**src/rtl/tfst_ram.sv**
```systemverilog
// ----------------------------------------------------------------------------
// tfst_ram: generic single-clock ram
// One write port and one read port, registered read data, read-first on a
// same-address collision.
// ----------------------------------------------------------------------------
module tfst_ram #(
    parameter int WIDTH = 8,
    parameter int DEPTH = 16,
    parameter int AW    = (DEPTH > 1) ? $clog2(DEPTH) : 1
) (
    input  logic             i_clk,
    input  logic             i_we,
    input  logic [AW-1:0]    i_waddr,
    input  logic [WIDTH-1:0] i_wdata,
    input  logic             i_re,
    input  logic [AW-1:0]    i_raddr,
    output logic [WIDTH-1:0] o_rdata
);

    logic [WIDTH-1:0] r_mem [DEPTH];
    logic [WIDTH-1:0] r_rdata;

    always_ff @(posedge i_clk) begin
        if (i_re) begin
            r_rdata <= r_mem[i_raddr];
        end
        if (i_we) begin
            r_mem[i_waddr] <= i_wdata;
        end
    end

    assign o_rdata = r_rdata;

endmodule

```
**config.mk**
```make
export PLATFORM = sky130hd
export DESIGN_NAME = tfst_ram
export DESIGN_NICKNAME = d
export VERILOG_FILES = /design/src/rtl/tfst_ram.sv
export SDC_FILE = /design/constraint.sdc
export NUM_CORES = 1
export LEC_CHECK = 0
export ABC_AREA = 0
export BUFFER_PORTS_ARGS = -buffer_cell sky130_fd_sc_hd__buf_4
export CORE_AREA = 3 3 102 104
export CTS_CLUSTER_SIZE = 14
export DETAILED_ROUTE_END_ITERATION = 8
export DIE_AREA = 0 0 105 107
export PLACE_DENSITY = 0.75
export SYNTH_ARGS = -nofsm -noshare
export SYNTH_HDL_FRONTEND = slang
export SYNTH_SLANG_ARGS = --single-unit
```
**constraint.sdc**
```tcl
create_clock -name i_clk -period 4.9 [get_ports i_clk]
set_input_delay 0.49 -clock i_clk [delete_from_list [all_inputs] [get_ports i_clk]]
set_output_delay 0.49 -clock i_clk [all_outputs]
set_load 0.01 [all_outputs]
```
Word level (Yosys, flattened, before mapping)
Memories as Yosys holds them, arrays and structs flattened. A register that Yosys moved wholly into a read port is not among the register bits.
Index checks and enable logic that the tools add are counted.
- word-level logic and storage cells: 3
- memory bits (writable): 128
- output and inout port bits: 8
- flip-flop bits (word level): 0
- memory bits (read-only): 0
- bits of input ports: 19
- memories kept: 1
- bits in latches: 0
- memory list (memory ; depth ; width ; read ports ; clocked after Yosys merged registers in ; wr ports ; line ; RTL):
    r_mem ; 16 ; 8 ; 1 ; 1 ; 1 ; 20 ; logic [WIDTH-1:0] r_mem [DEPTH];
- shifts and indexed selects: 0
- reductions and logical operators: 0
- muxes and demuxes: 2
- bitwise operators: 0
- $lt $le $gt $ge: 0
- divide/modulo/power cells: 0
- multipliers: 0
- add/sub/neg operators: 0
- equality and inequality tests: 0
- operator list (cell ; count):
    2-to-1 mux 1 bit ; 2

Logic depth before layout (Yosys ltp)
- depth in word-level cells: 2
- gate-level depth with buffers: 5
- mapped depth without buffers: 3

Worst setup path after synthesis
OpenSTA, ideal clock, no wires.
- kind: input -> register
- from: input port i_waddr[2]
- to: memory r_mem[0][0] (enable)
- setup time: 0.383 ns
- stages: 2
- path slack: 2.917 ns
- data required time: 4.517 ns
- arrival time: 1.600 ns
- buffers on the path: 0
- cells stage by stage: or3b_2 -> nor3_1
- RTL lines (item ; line ; RTL):
    from (decl) ; 13 ; input logic [AW-1:0] i_waddr,
    to (decl) ; 20 ;
Straight into the memory's write port.

Final worst setup path
- from: input port i_waddr[2]
- to: memory r_mem[0][2] (enable)
Straight into the memory's write port.

==> metrics.txt <==
# TYPE chip_impl_metric gauge
chip_impl_info{name="startpoint",value="i_waddr[2]"} 1
chip_impl_info{name="hold_path_startpoint",value="i_re"} 1
chip_impl_metric{name="worst_r2r_path_cells",unit=""} 3
chip_impl_metric{name="cts_hold_buf",unit=""} 0
chip_impl_info{name="status",value="complete, no violations"} 1
chip_impl_metric{name="ys_seq_elements",unit=""} 136
chip_impl_metric{name="r2r_slack",unit="ns"} 3.34
chip_impl_metric{name="detail_route.first_pass.iterations",unit=""} 4
chip_impl_metric{name="rows",unit=""} 36
chip_impl_metric{name="stdcell_count",unit=""} 412
chip_impl_metric{name="vdd.ir_drop.worst",unit="V"} 0.000383
chip_impl_info{name="cp-end-kind",value="flop"} 1
chip_impl_metric{name="layout_min_cycle_time",unit="ns"} 1.91
chip_impl_metric{name="finalWorstSetupSlack",unit="ns"} 2.99
chip_impl_metric{name="avgRoutedWirePerCell",unit="um"} 23.5
chip_impl_metric{name="timing.max_slew.rel_slack",unit="%"} 20.3
chip_impl_metric{name="start_util",unit="%"} 54.2
chip_impl_metric{name="gr-usage-met2",unit="%"} 29.1
chip_impl_metric{name="critical_path_buffer_and_inverter_count",unit=""} 1
chip_impl_metric{name="critical_path.max_fanout",unit=""} 8
chip_impl_metric{name="power_switching",unit="mW"} 0.529
chip_impl_metric{name="netSwitchingFraction",unit="%"} 17.8
chip_impl_metric{name="max_cap_viols",unit=""} 0
chip_impl_metric{name="post_synth_num_cell_types",unit=""} 18
chip_impl_metric{name="clkSinkCount",unit=""} 136
chip_impl_metric{name="maximum_number_of_pins_on_one_net_before_global_route_repair",unit=""} 33
chip_impl_metric{name="final.period_utilization",unit="%"} 39.1
chip_impl_info{name="clock-root-buffer",value="sky130_fd_sc_hd__clkbuf_8"} 1
chip_impl_metric{name="ant_nets",unit=""} 0
chip_impl_info{name="commonest_non_fill_non_tap_cells_in_the_layout",value="136 x sky130_fd_sc_hd__edfxtp_1, 28 x sky130_fd_sc_hd__buf_4, 18 x sky130_fd_sc_hd__mux4_2"} 1
chip_impl_metric{name="floorplan.die_area",unit="mm2"} 0.0112
chip_impl_metric{name="drt-initial-drc-count",unit=""} 224
chip_impl_metric{name="first_global_vias",unit=""} 2454
chip_impl_metric{name="postCtsSetupBuffers",unit=""} 0
chip_impl_metric{name="comb_power_share",unit="%"} 4.1
chip_impl_metric{name="cts_max_level",unit=""} 4
chip_impl_metric{name="cell_area_after_synthesis",unit="mm2"} 0.00523
chip_impl_metric{name="final_design_instance_area_without_fill",unit="mm2"} 0.00624
chip_impl_info{name="critical_path_cell_by_cell",value="buf_4, or3b_2, nor3_1"} 1
chip_impl_info{name="crit_family",value="simple AND/OR/NAND/NOR gates"} 1
chip_impl_metric{name="globalplace.congestion",unit=""} 0.742
chip_impl_metric{name="syn_to_final_growth",unit="%"} 19.4
chip_impl_metric{name="fmax",unit="MHz"} 522
chip_impl_metric{name="clk_pin_slew",unit="ns"} 0.06
chip_impl_metric{name="slew_violations",unit=""} 0
chip_impl_info{name="grt.busiest_layer",value="met2"} 1
chip_impl_metric{name="diodes",unit=""} 0
chip_impl_metric{name="num_io_pins",unit=""} 27
chip_impl_metric{name="yosysWarningCount",unit=""} 0
chip_impl_metric{name="critical_path.max_stage_delay",unit="ns"} 0.92
chip_impl_metric{name="use_met3",unit="%"} 6.50
chip_impl_metric{name="design.final.nets",unit=""} 285
chip_impl_metric{name="count_of_final_setup_violators",unit=""} 0
chip_impl_metric{name="p_leak",unit="nW"} 2.09
chip_impl_metric{name="place_inst",unit=""} 380
chip_impl_metric{name="gr-usage-met1",unit="%"} 25.3
chip_impl_metric{name="synthesis.nets",unit=""} 248
chip_impl_metric{name="drive_gt1_share",unit="%"} 28.0
chip_impl_metric{name="port_buffers",unit=""} 26
chip_impl_metric{name="num_vias",unit=""} 2415
chip_impl_metric{name="drt_drc_violations_left",unit=""} 0
chip_impl_metric{name="share_of_synthesized_area_occupied_by_flip_flops_and_latches",unit="%"} 78.1
chip_impl_metric{name="fin_skew",unit="ns"} 0.00666
chip_impl_metric{name="cts-buffers-inserted",unit=""} 17
chip_impl_info{name="ws_path_type",value="primary input to flop"} 1
chip_impl_metric{name="p_total",unit="mW"} 2.97
chip_impl_info{name="r2r-start",value="r_mem[0][4]"} 1
chip_impl_metric{name="clock_power_share",unit="%"} 51.6
chip_impl_metric{name="final-hold-violation-count",unit=""} 0
chip_impl_metric{name="cp.required",unit="ns"} 5.03
chip_impl_info{name="worstSetupEndpoint",value="r_mem[0][2]"} 1
chip_impl_metric{name="coreArea",unit="mm2"} 0.00964
chip_impl_metric{name="cts-resized-gates",unit=""} 0
chip_impl_metric{name="worst-endpoint-arrival",unit="ns"} 2.04
chip_impl_metric{name="power_report.internal_total",unit="mW"} 2.44
chip_impl_metric{name="avgViaCountPerCell",unit=""} 5.86
chip_impl_metric{name="totalNegativeSetupSlack",unit="ns"} 0
chip_impl_metric{name="grt_antenna_before_repair",unit=""} 0
chip_impl_metric{name="totalWireLength",unit="um"} 9680
chip_impl_metric{name="cts-root-to-sink-buffers",unit=""} 2
chip_impl_metric{name="tightestPinTransition",unit="ns"} 1.19
chip_impl_metric{name="grtUsageTotal",unit="%"} 18.8
chip_impl_metric{name="place_hpwl",unit="um"} 5660
chip_impl_info{name="timing.hold.worst.class",value="primary input to flop"} 1
chip_impl_metric{name="pre_cts_ws",unit="ns"} 2.48
chip_impl_metric{name="grt_first_pass_wirelength",unit="um"} 14700
chip_impl_metric{name="postPlaceCellArea",unit="mm2"} 0.00552
chip_impl_metric{name="syn-instance-count",unit=""} 229
chip_impl_metric{name="die_w",unit="um"} 105
chip_impl_metric{name="seqPwrFrac",unit="%"} 44.3
chip_impl_info{name="cts_tree",value="built"} 1
chip_impl_metric{name="timing.critical_path.depth",unit=""} 3
chip_impl_metric{name="chipHeight",unit="um"} 107
chip_impl_metric{name="latest_clock_arrival_within_the_worst_skew_pair",unit="ns"} 0.52
chip_impl_metric{name="synthesis.area_per_instance",unit="um2"} 22.8
chip_impl_info{name="setup_repair_after_global_routing_missed_its_margin",value="false"} 1
chip_impl_info{name="setup.worst_path.start_class",value="primary input"} 1
chip_impl_metric{name="power.density_cell_area",unit="mW/mm2"} 476
chip_impl_info{name="timing.rr.end",value="o_rdata[4]"} 1
chip_impl_metric{name="overall_overflow_remaining_after_global_route",unit=""} 0
chip_impl_info{name="final_common_cell",value="sky130_fd_sc_hd__edfxtp_1"} 1
chip_impl_info{name="timing.critical_path.slowest_stage_cell",value="sky130_fd_sc_hd__nor3_1"} 1
Yosys cell counts:
library cell,instances,area (um2)
sky130_fd_sc_hd__nor3_1,4,20.0
sky130_fd_sc_hd__or3b_2,1,8.76
sky130_fd_sc_hd__and2b_1,1,7.51
sky130_fd_sc_hd__buf_6,3,33.8
sky130_fd_sc_hd__nor2b_1,1,6.26
sky130_fd_sc_hd__nand3b_1,2,15.0
sky130_fd_sc_hd__a22oi_1,16,120
sky130_fd_sc_hd__buf_4,1,7.51
sky130_fd_sc_hd__nand2_1,9,33.8
sky130_fd_sc_hd__nor2_1,13,48.8
sky130_fd_sc_hd__edfxtp_1,136,4080
sky130_fd_sc_hd__nand2b_1,2,12.5
sky130_fd_sc_hd__mux4_2,18,405
sky130_fd_sc_hd__nand3_1,1,5.00
sky130_fd_sc_hd__buf_2,3,15.0
sky130_fd_sc_hd__clkdlybuf4s25_2,3,30.0
sky130_fd_sc_hd__and2_1,1,6.26
sky130_fd_sc_hd__mux4_1,14,368
sequential cells by signal, summed over array words and instances (netlist names):
register / count
r_mem: 128
o_rdata: 8
worst min-delay path by stage:
stage / to / slack [ns] / depth (start not counted)
after global routing: o_rdata[6] / 0.23 / 1
after floorplan: r_mem[0][0] / 0.59 / 0
after detailed placement: o_rdata[5] / 0.73 / 3
after CTS: o_rdata[6] / 0.24 / 1
final: o_rdata[6] / 0.25 / 1
after global placement: o_rdata[4] / 0.72 / 3
stage by stage:
step	hold slack (ns)	utilization [%]
2_1_floorplan	0.589	-
5_1_grt	0.233	64.7
3_5_place_dp	0.735	57.3
4_1_cts	0.235	64.7
6_report	0.251	64.7
3_3_place_gp	0.720	57.3
cell families (layout without fill, tap and decap cells):
family                 count (synthesis)  in the layout  share of synthesized area [%]
AOI/OAI and AO/OA                     16             16                           2.30
buffers and inverters                 10             60                           1.65
DFF                                  136            136                           78.1
muxes                                 32             32                           14.8
and+or+nand+nor                       35             35                           3.14
metal layers:
metal	wire length (um)	vias up	part of all wire, %
met5	0	-	0
met2	4950	95	51
met4	186	0	1.9
met3	668	18	6.9
li1	-	1054	-
met1	3870	1248	40
power by group through the flow:
stage	Clock (mW)	Combinational, mW	Sequential, mW
final	1.53	0.121	1.32
after global routing	1.60	0.130	1.32
after CTS	1.55	0.122	1.32
after detailed placement	0	0.121	1.34
after global placement	0	0.118	1.34
after floorplan	0	0.0661	1.34
cell type report:
class	instances	area [um2]
clock buffers	18	418
clock inverters	14	300
fillers	633	3400
multi-input cells	83	1060
flip-flops and latches	136	4080
well taps	133	166
repair buffers	28	210
No activity file was read; power rests on OpenSTA's default activity.
