--- src/rtl/tfst_pkg.sv ---
// ----------------------------------------------------------------------------
// tfst_pkg: shared types and function of the tcp flow state tracker
// Holds the flow record layout, the opcodes, the tcp states and the
// per-direction state transition function.
// ----------------------------------------------------------------------------
package tfst_pkg;

    localparam int FLOW_COUNT_DEF = 1024;
    localparam int IDX_W          = 10;
    localparam logic [31:0] TIMEOUT_RESET = 32'd30000;

    // tcp flag bit positions
    localparam int FL_FIN = 0;
    localparam int FL_SYN = 1;
    localparam int FL_RST = 2;
    localparam int FL_ACK = 4;

    typedef enum logic [1:0] {
        OP_PACKET = 2'd0,
        OP_EXPIRE = 2'd1,
        OP_OPEN   = 2'd2,
        OP_NOP    = 2'd3
    } t_opcode;

    typedef enum logic [2:0] {
        ST_NONE        = 3'd0,
        ST_SYN_SENT    = 3'd1,
        ST_SYN_RECV    = 3'd2,
        ST_ESTABLISHED = 3'd3,
        ST_FIN_WAIT1   = 3'd4,
        ST_FIN_WAIT2   = 3'd5,
        ST_TIME_WAIT   = 3'd6,
        ST_CLOSED      = 3'd7
    } t_tcp_state;

    typedef struct packed {
        logic [31:0] seq;
        logic [31:0] ack;
        logic [31:0] pkts;
        logic [63:0] bytes;
    } t_dir_rec;

    // one memory row per flow; dir[1] is toward server, dir[0] toward client
    typedef struct packed {
        t_tcp_state       srv_state;
        t_tcp_state       cli_state;
        logic [31:0]      last_seen;
        logic [31:0]      start;
        t_dir_rec [1:0]   dir;
    } t_flow_rec;

    typedef struct packed {
        t_opcode     opcode;
        logic        to_server;
        logic [7:0]  flags;
        logic [31:0] seq;
        logic [31:0] ack;
        logic [15:0] len;
        logic [31:0] now;
    } t_item;

    typedef struct packed {
        t_tcp_state  srv_state;
        t_tcp_state  cli_state;
        logic        expired;
        logic [31:0] pkts;
        logic [63:0] bytes;
    } t_result;

    function automatic t_tcp_state next_state(t_tcp_state st, logic [7:0] flags);
        t_tcp_state ns;
        ns = st;
        case (st)
            ST_NONE:        if (flags[FL_SYN]) ns = ST_SYN_SENT;
            ST_SYN_SENT:    if (flags[FL_SYN] || flags[FL_ACK]) ns = ST_SYN_RECV;
            ST_SYN_RECV:    if (flags[FL_ACK]) ns = ST_ESTABLISHED;
            ST_ESTABLISHED: begin
                if (flags[FL_FIN]) ns = ST_FIN_WAIT1;
                else if (flags[FL_RST]) ns = ST_CLOSED;
            end
            ST_FIN_WAIT1:   if (flags[FL_ACK]) ns = ST_FIN_WAIT2;
            ST_FIN_WAIT2:   if (flags[FL_FIN]) ns = ST_TIME_WAIT;
            ST_TIME_WAIT:   ns = st;
            ST_CLOSED:      ns = st;
            default:        ns = st;
        endcase
        return ns;
    endfunction

endpackage

--- src/rtl/tfst_update.sv ---
// ----------------------------------------------------------------------------
// tfst_update: flow record update
// Applies one request to a flow record: packet update, expiry check or open,
// and forms the result fields.
// ----------------------------------------------------------------------------
module tfst_update (
    input  tfst_pkg::t_item     i_item,
    input  tfst_pkg::t_flow_rec i_rec,
    input  logic [31:0]         i_timeout,
    output tfst_pkg::t_flow_rec o_rec,
    output tfst_pkg::t_result   o_res
);
    import tfst_pkg::*;

    logic [31:0] w_idle;
    t_flow_rec   w_rec;
    logic        w_expired;

    assign w_idle = i_item.now - i_rec.last_seen;

    always_comb begin
        w_rec     = i_rec;
        w_expired = 1'b0;
        case (i_item.opcode)
            OP_PACKET: begin
                w_rec.dir[i_item.to_server].seq   = i_item.seq;
                w_rec.dir[i_item.to_server].ack   = i_item.ack;
                w_rec.dir[i_item.to_server].pkts  = i_rec.dir[i_item.to_server].pkts + 32'd1;
                w_rec.dir[i_item.to_server].bytes = i_rec.dir[i_item.to_server].bytes
                                                  + 64'(i_item.len);
                if (i_item.to_server) begin
                    w_rec.srv_state = next_state(i_rec.srv_state, i_item.flags);
                end else begin
                    w_rec.cli_state = next_state(i_rec.cli_state, i_item.flags);
                end
                w_rec.last_seen = i_item.now;
            end
            OP_EXPIRE: begin
                if (w_idle > i_timeout) begin
                    w_rec     = '0;
                    w_expired = 1'b1;
                end
            end
            OP_OPEN: begin
                w_rec           = '0;
                w_rec.start     = i_item.now;
                w_rec.last_seen = i_item.now;
            end
            default: begin
                w_rec = i_rec;
            end
        endcase
    end

    assign o_rec           = w_rec;
    assign o_res.srv_state = w_rec.srv_state;
    assign o_res.cli_state = w_rec.cli_state;
    assign o_res.expired   = w_expired;
    assign o_res.pkts      = w_rec.dir[i_item.to_server].pkts;
    assign o_res.bytes     = w_rec.dir[i_item.to_server].bytes;

endmodule

--- config.mk ---
export PLATFORM = sky130hd
export DESIGN_NAME = tfst_update
export DESIGN_NICKNAME = d
export VERILOG_FILES = /design/src/rtl/tfst_pkg.sv /design/src/rtl/tfst_update.sv
export SDC_FILE = /design/constraint.sdc
export NUM_CORES = 1
export LEC_CHECK = 0
export BUFFER_PORTS_ARGS = -buffer_cell sky130_fd_sc_hd__buf_4
export CAP_MARGIN = 25
export CORE_AREA = 2 2 401 403
export DETAILED_ROUTE_END_ITERATION = 8
export DIE_AREA = 0 0 403 405
export PLACE_DENSITY = 0.36
export SYNTH_ARGS = -nofsm -noshare
export SYNTH_HDL_FRONTEND = slang
export SYNTH_SLANG_ARGS = --single-unit
export TNS_END_PERCENT = 20
--- constraint.sdc ---
create_clock -name vclk -period 6.7
set_clock_uncertainty 0.1 [all_clocks]
set_input_delay 0 -clock vclk [all_inputs]
set_output_delay 0 -clock vclk [all_outputs]
set_load 0.005 [all_outputs]
Word level (Yosys, flattened, before mapping). Cells that the tools add are included.

Register bits after elaboration: 0. Input bits: 545.

Add/sub/neg operators: 3. Order comparisons: 3. Equality and inequality tests: 16. Multiplexer cells: 40. Reduce and logical (&&, ||, !) cells: 7.

Operator list (number): 320-bit bitwise mux (4); 320-bit one-hot mux with 3 select lines (1); 160-bit demux with 1-bit select (4); 96-bit two-way mux (5); 390-bit two-way mux (1); 160-bit two-way mux (1); 128-bit two-way mux (1); 38-bit one-hot mux with 3 select lines (1); 64-bit by 16-bit adder with 64-bit output (1); 64-bit two-way mux (1); 32-bit one-hot mux with 2 select lines (1); 3-bit two-way mux (16); 3-bit one-hot mux with 7 select lines (2); 32-bit by 1-bit adder with 32-bit output, second input constant (1); 32-bit greater-than comparator (1); 32-bit subtractor (1); 3-bit equality test, second input constant (8); 3-bit by 2-bit equality test with 1-bit output, second input constant (4); 3-bit by 1-bit equality test with 1-bit output, second input constant (2); 3-bit zero test (2); 2-bit OR reduction (2); 2-bit by 1-bit equality test with 1-bit output, second input constant (1); 2-bit equality test, second input constant (1); 2-bit zero test (1); 5 further kinds (6).

Logic depth before layout (Yosys ltp).
Depth in word-level cells: 11. Mapped depth: 27.

Worst setup path after synthesis. Ideal clock, no wire load.

Kind: in2out. Start: input port i_rec[353] in the netlist's numbering. End: output port o_res[101] in the netlist's numbering. Arrival time: 4525 ps. Slack: 2075 ps. Stages: 24. Buffers on the path: 4. Path through: inv_1 ha_1 nor2b_1 o31a_1 nor4b_1 o31a_1 nand4_1 a31o_2 a21oi_1 xnor2_1 ha_1 a21o_1 a21o_1 a21oi_1 o21ai_0 a2111oi_0 o211ai_1 nand2_1 buf_2 clkbuf_1 clkbuf_1 nand2_1 o21ai_0 buf_4.

RTL lines: start, declared (line tfst_update.sv:8) `input tfst_pkg::t_flow_rec i_rec,`; end, declared (line tfst_update.sv:11) `output tfst_pkg::t_result o_res`.

==> results.yml <==
outcome:
  status: "complete, no violations"
layout:
  clockBufferCount: 0
  final_cell_area_um2: 25450
  drive_gt1_share_pct: 33.97
  regArea_um2: 0
  nFlopsAndLatches: 0
  fin_nets: 4074
  instances_no_fill: 5541
  mostFrequentLayoutCells: "buf_4, nand2_1, o21ai_0, a22o_1, a21oi_1"
  layout_commonest_cell: "buf_4"
  final_core_util_pct: 15.98
  syn_to_final_growth_pct: 65.79
power:
  switching_power_mw: 1.517
  p_comb_share_pct: 100.0
  switching_share_pct: 56.52
  seq_power_share_pct: 0
  pwr-share-clk_pct: 0
  p_leak_nw: 11.60
  irDropWorstVdd_uv: 57.07
  pwr_density_cell_nw_per_um2: 105.4
  intPower_mw: 1.167
global_route:
  grt_overflow_total: 0
  grt_start_max_net_pins: 132
  grt_pass1_vias: 22590
  grt_antenna_before_repair: 36
  grt_usage_pct: 16.75
  grt_first_pass_wirelength_um: 194200
timing:
  finalCritPeriodShare_pct: 90.83
  setup_viol: 0
  worstMarginPinSlew_ps: 1007
  fmax_ghz: 0.1643
  slew_violations: 0
  min_period_ps: 6085
  finalHoldViolCount: 0
  setup_tns_ps: 0
  relSlewSlack_pct: 32.32
  grt_setup_unrepaired: "no"
  worst_hold_slack_ps: 181.3
min_path:
  min_path_type: "in2out"
  hold-path-cell-count: 3
floorplanning:
  core_um2: 159300
  die_w_um: 403
  num_rows: 147
  io_pins: 1038
  die_h_um: 405
  start_util_pct: 9.638
  die-area_um2: 163200
logic_synthesis:
  syn_area_um2: 15350
  postSynthAreaPerCell_um2: 6.002
  syn_nets: 3189
  synth_cell_type_count: 86
  yosysWarnings: 0
  synth_cells: 2558
  seq_area_frac_synth_pct: 0
critical_path:
  path_max_fanout: 17
  startpoint_type: "input port"
  worst-endpoint-arrival_ps: 5990
  end_kind: "output pin"
  crit_type: "in2out"
  worstPathRequired_ps: 6600
routing:
  drc: 0
  dr.pass1.iters: 6
  num_vias: 23890
  wl_per_cell_um: 26.46
  ant_nets: 0
  routed_wl_um: 146600
  vias_per_cell: 4.312
  first_iter_violations: 2034
clock_network:
  post_cts_resized: 0
  hold_buffers: 0
  post_cts_buffers: 0
place:
  io_buffers: 1034
  placed_area_um2: 25410
  dp_hpwl_um: 124500
  placedCellCount: 5526
  gp_congestion: 0.9289
job:
  drv_cap: 0
cell usage after synthesis (5+ instances only):
master	n	area share (%)
a211oi_1	10	0.49
a21o_1	27	1.3
a21oi_1	172	5.6
a22o_1	212	12
a22oi_1	5	0.24
a31o_2	5	0.29
a31oi_1	21	0.86
a32o_1	17	1.1
a32oi_1	17	0.97
a41oi_1	5	0.29
and2_1	12	0.49
and2b_1	7	0.34
and3_1	18	0.73
buf_1	15	0.37
buf_2	35	1.1
buf_4	11	0.54
buf_6	5	0.37
clkbuf_1	143	3.5
ha_1	84	6.8
inv_1	95	2.3
mux2_2	29	2.1
mux2i_1	116	7.6
nand2_1	473	12
nand2b_1	6	0.24
nand3_1	57	1.9
nand3b_1	14	0.68
nand4_1	17	0.69
nor2_1	171	4.2
nor2b_1	31	1.3
nor3_1	47	1.5
nor4_1	9	0.37
o211ai_1	5	0.24
o21a_1	12	0.59
o21ai_0	403	13
o21ai_1	10	0.33
o21bai_1	9	0.44
o22ai_1	18	0.73
o2bb2ai_1	10	0.57
o31ai_1	34	1.7
or3_1	12	0.49
xnor2_1	50	2.9
xor2_1	35	2.0
worst max-delay path, stage by stage:
cell and delay, ps:
buf_4 130, inv_1 50, ha_1 170, inv_1 60, fa_1 430, a211oi_1 250
o21bai_1 140, a21oi_1 260, a211oi_1 180, o2111ai_1 380, a21oi_1 210, a21o_1 210
a31o_2 220, a21oi_1 230, xnor2_1 110, ha_1 310, nand3_1 70, nor4_1 380
inv_1 110, nor4_1 390, a21oi_1 200, and2_4 310, o21ai_4 380, buf_4 340
a21oi_1 60, a21oi_1 190, buf_4 140
final cells by class:
cell class         instances  area (um^2)
multi-input cells       2250        14110
well taps               2086         2610
repair buffers          1096         8333
fillers                18600       133800
inverters                 95        367.9
diodes                    14        35.03
power by group through the flow:
stage                       clock [mW]  combinational, mW  sequential (mW)
after floorplan                      0               1.13                0
after global placement               0               2.71                0
after detailed placement             0               2.70                0
after CTS                            0               2.72                0
after global routing      0.0000000200               2.89                0
final                     0.0000000555               2.68                0
logic make-up after synthesis:
| group | Yosys count | synth area share [%] |
|---|---|---|
| buf+inv | 308 | 8.590 |
| simple gates | 906 | 26.37 |
| mux | 145 | 9.690 |
| compound gates | 1028 | 43.39 |
| fa+ha+maj | 86 | 7.107 |
| xor+xnor | 85 | 4.849 |
layer usage:
metal | routed length, um | global-route usage, % | up-vias
li1 | - | - | 11170
met1 | 62270 | 21.34 | 11640
met2 | 71220 | 29.15 | 973
met3 | 11080 | 4.149 | 86
met4 | 1858 | 1.833 | 26
met5 | 182 | 0 | -
metrics by stage:
| stage | total power [mW] | setup slack [ps] |
|---|---|---|
| 3_3_place_gp | 2.705 | 799.7 |
| 4_1_cts | 2.718 | 666.8 |
| 2_1_floorplan | 1.126 | 2075 |
| 6_report | 2.684 | 614.7 |
| 3_5_place_dp | 2.703 | 687.7 |
| 5_1_grt | 2.889 | 174.2 |
path summary, 6_finish.rpt:
kind / to / start / slack, ps
max: o_rec[183] / i_item[0] / 610
min: o_rec[348] / i_rec[348] / 180
(Power assumes the default switching activity.)
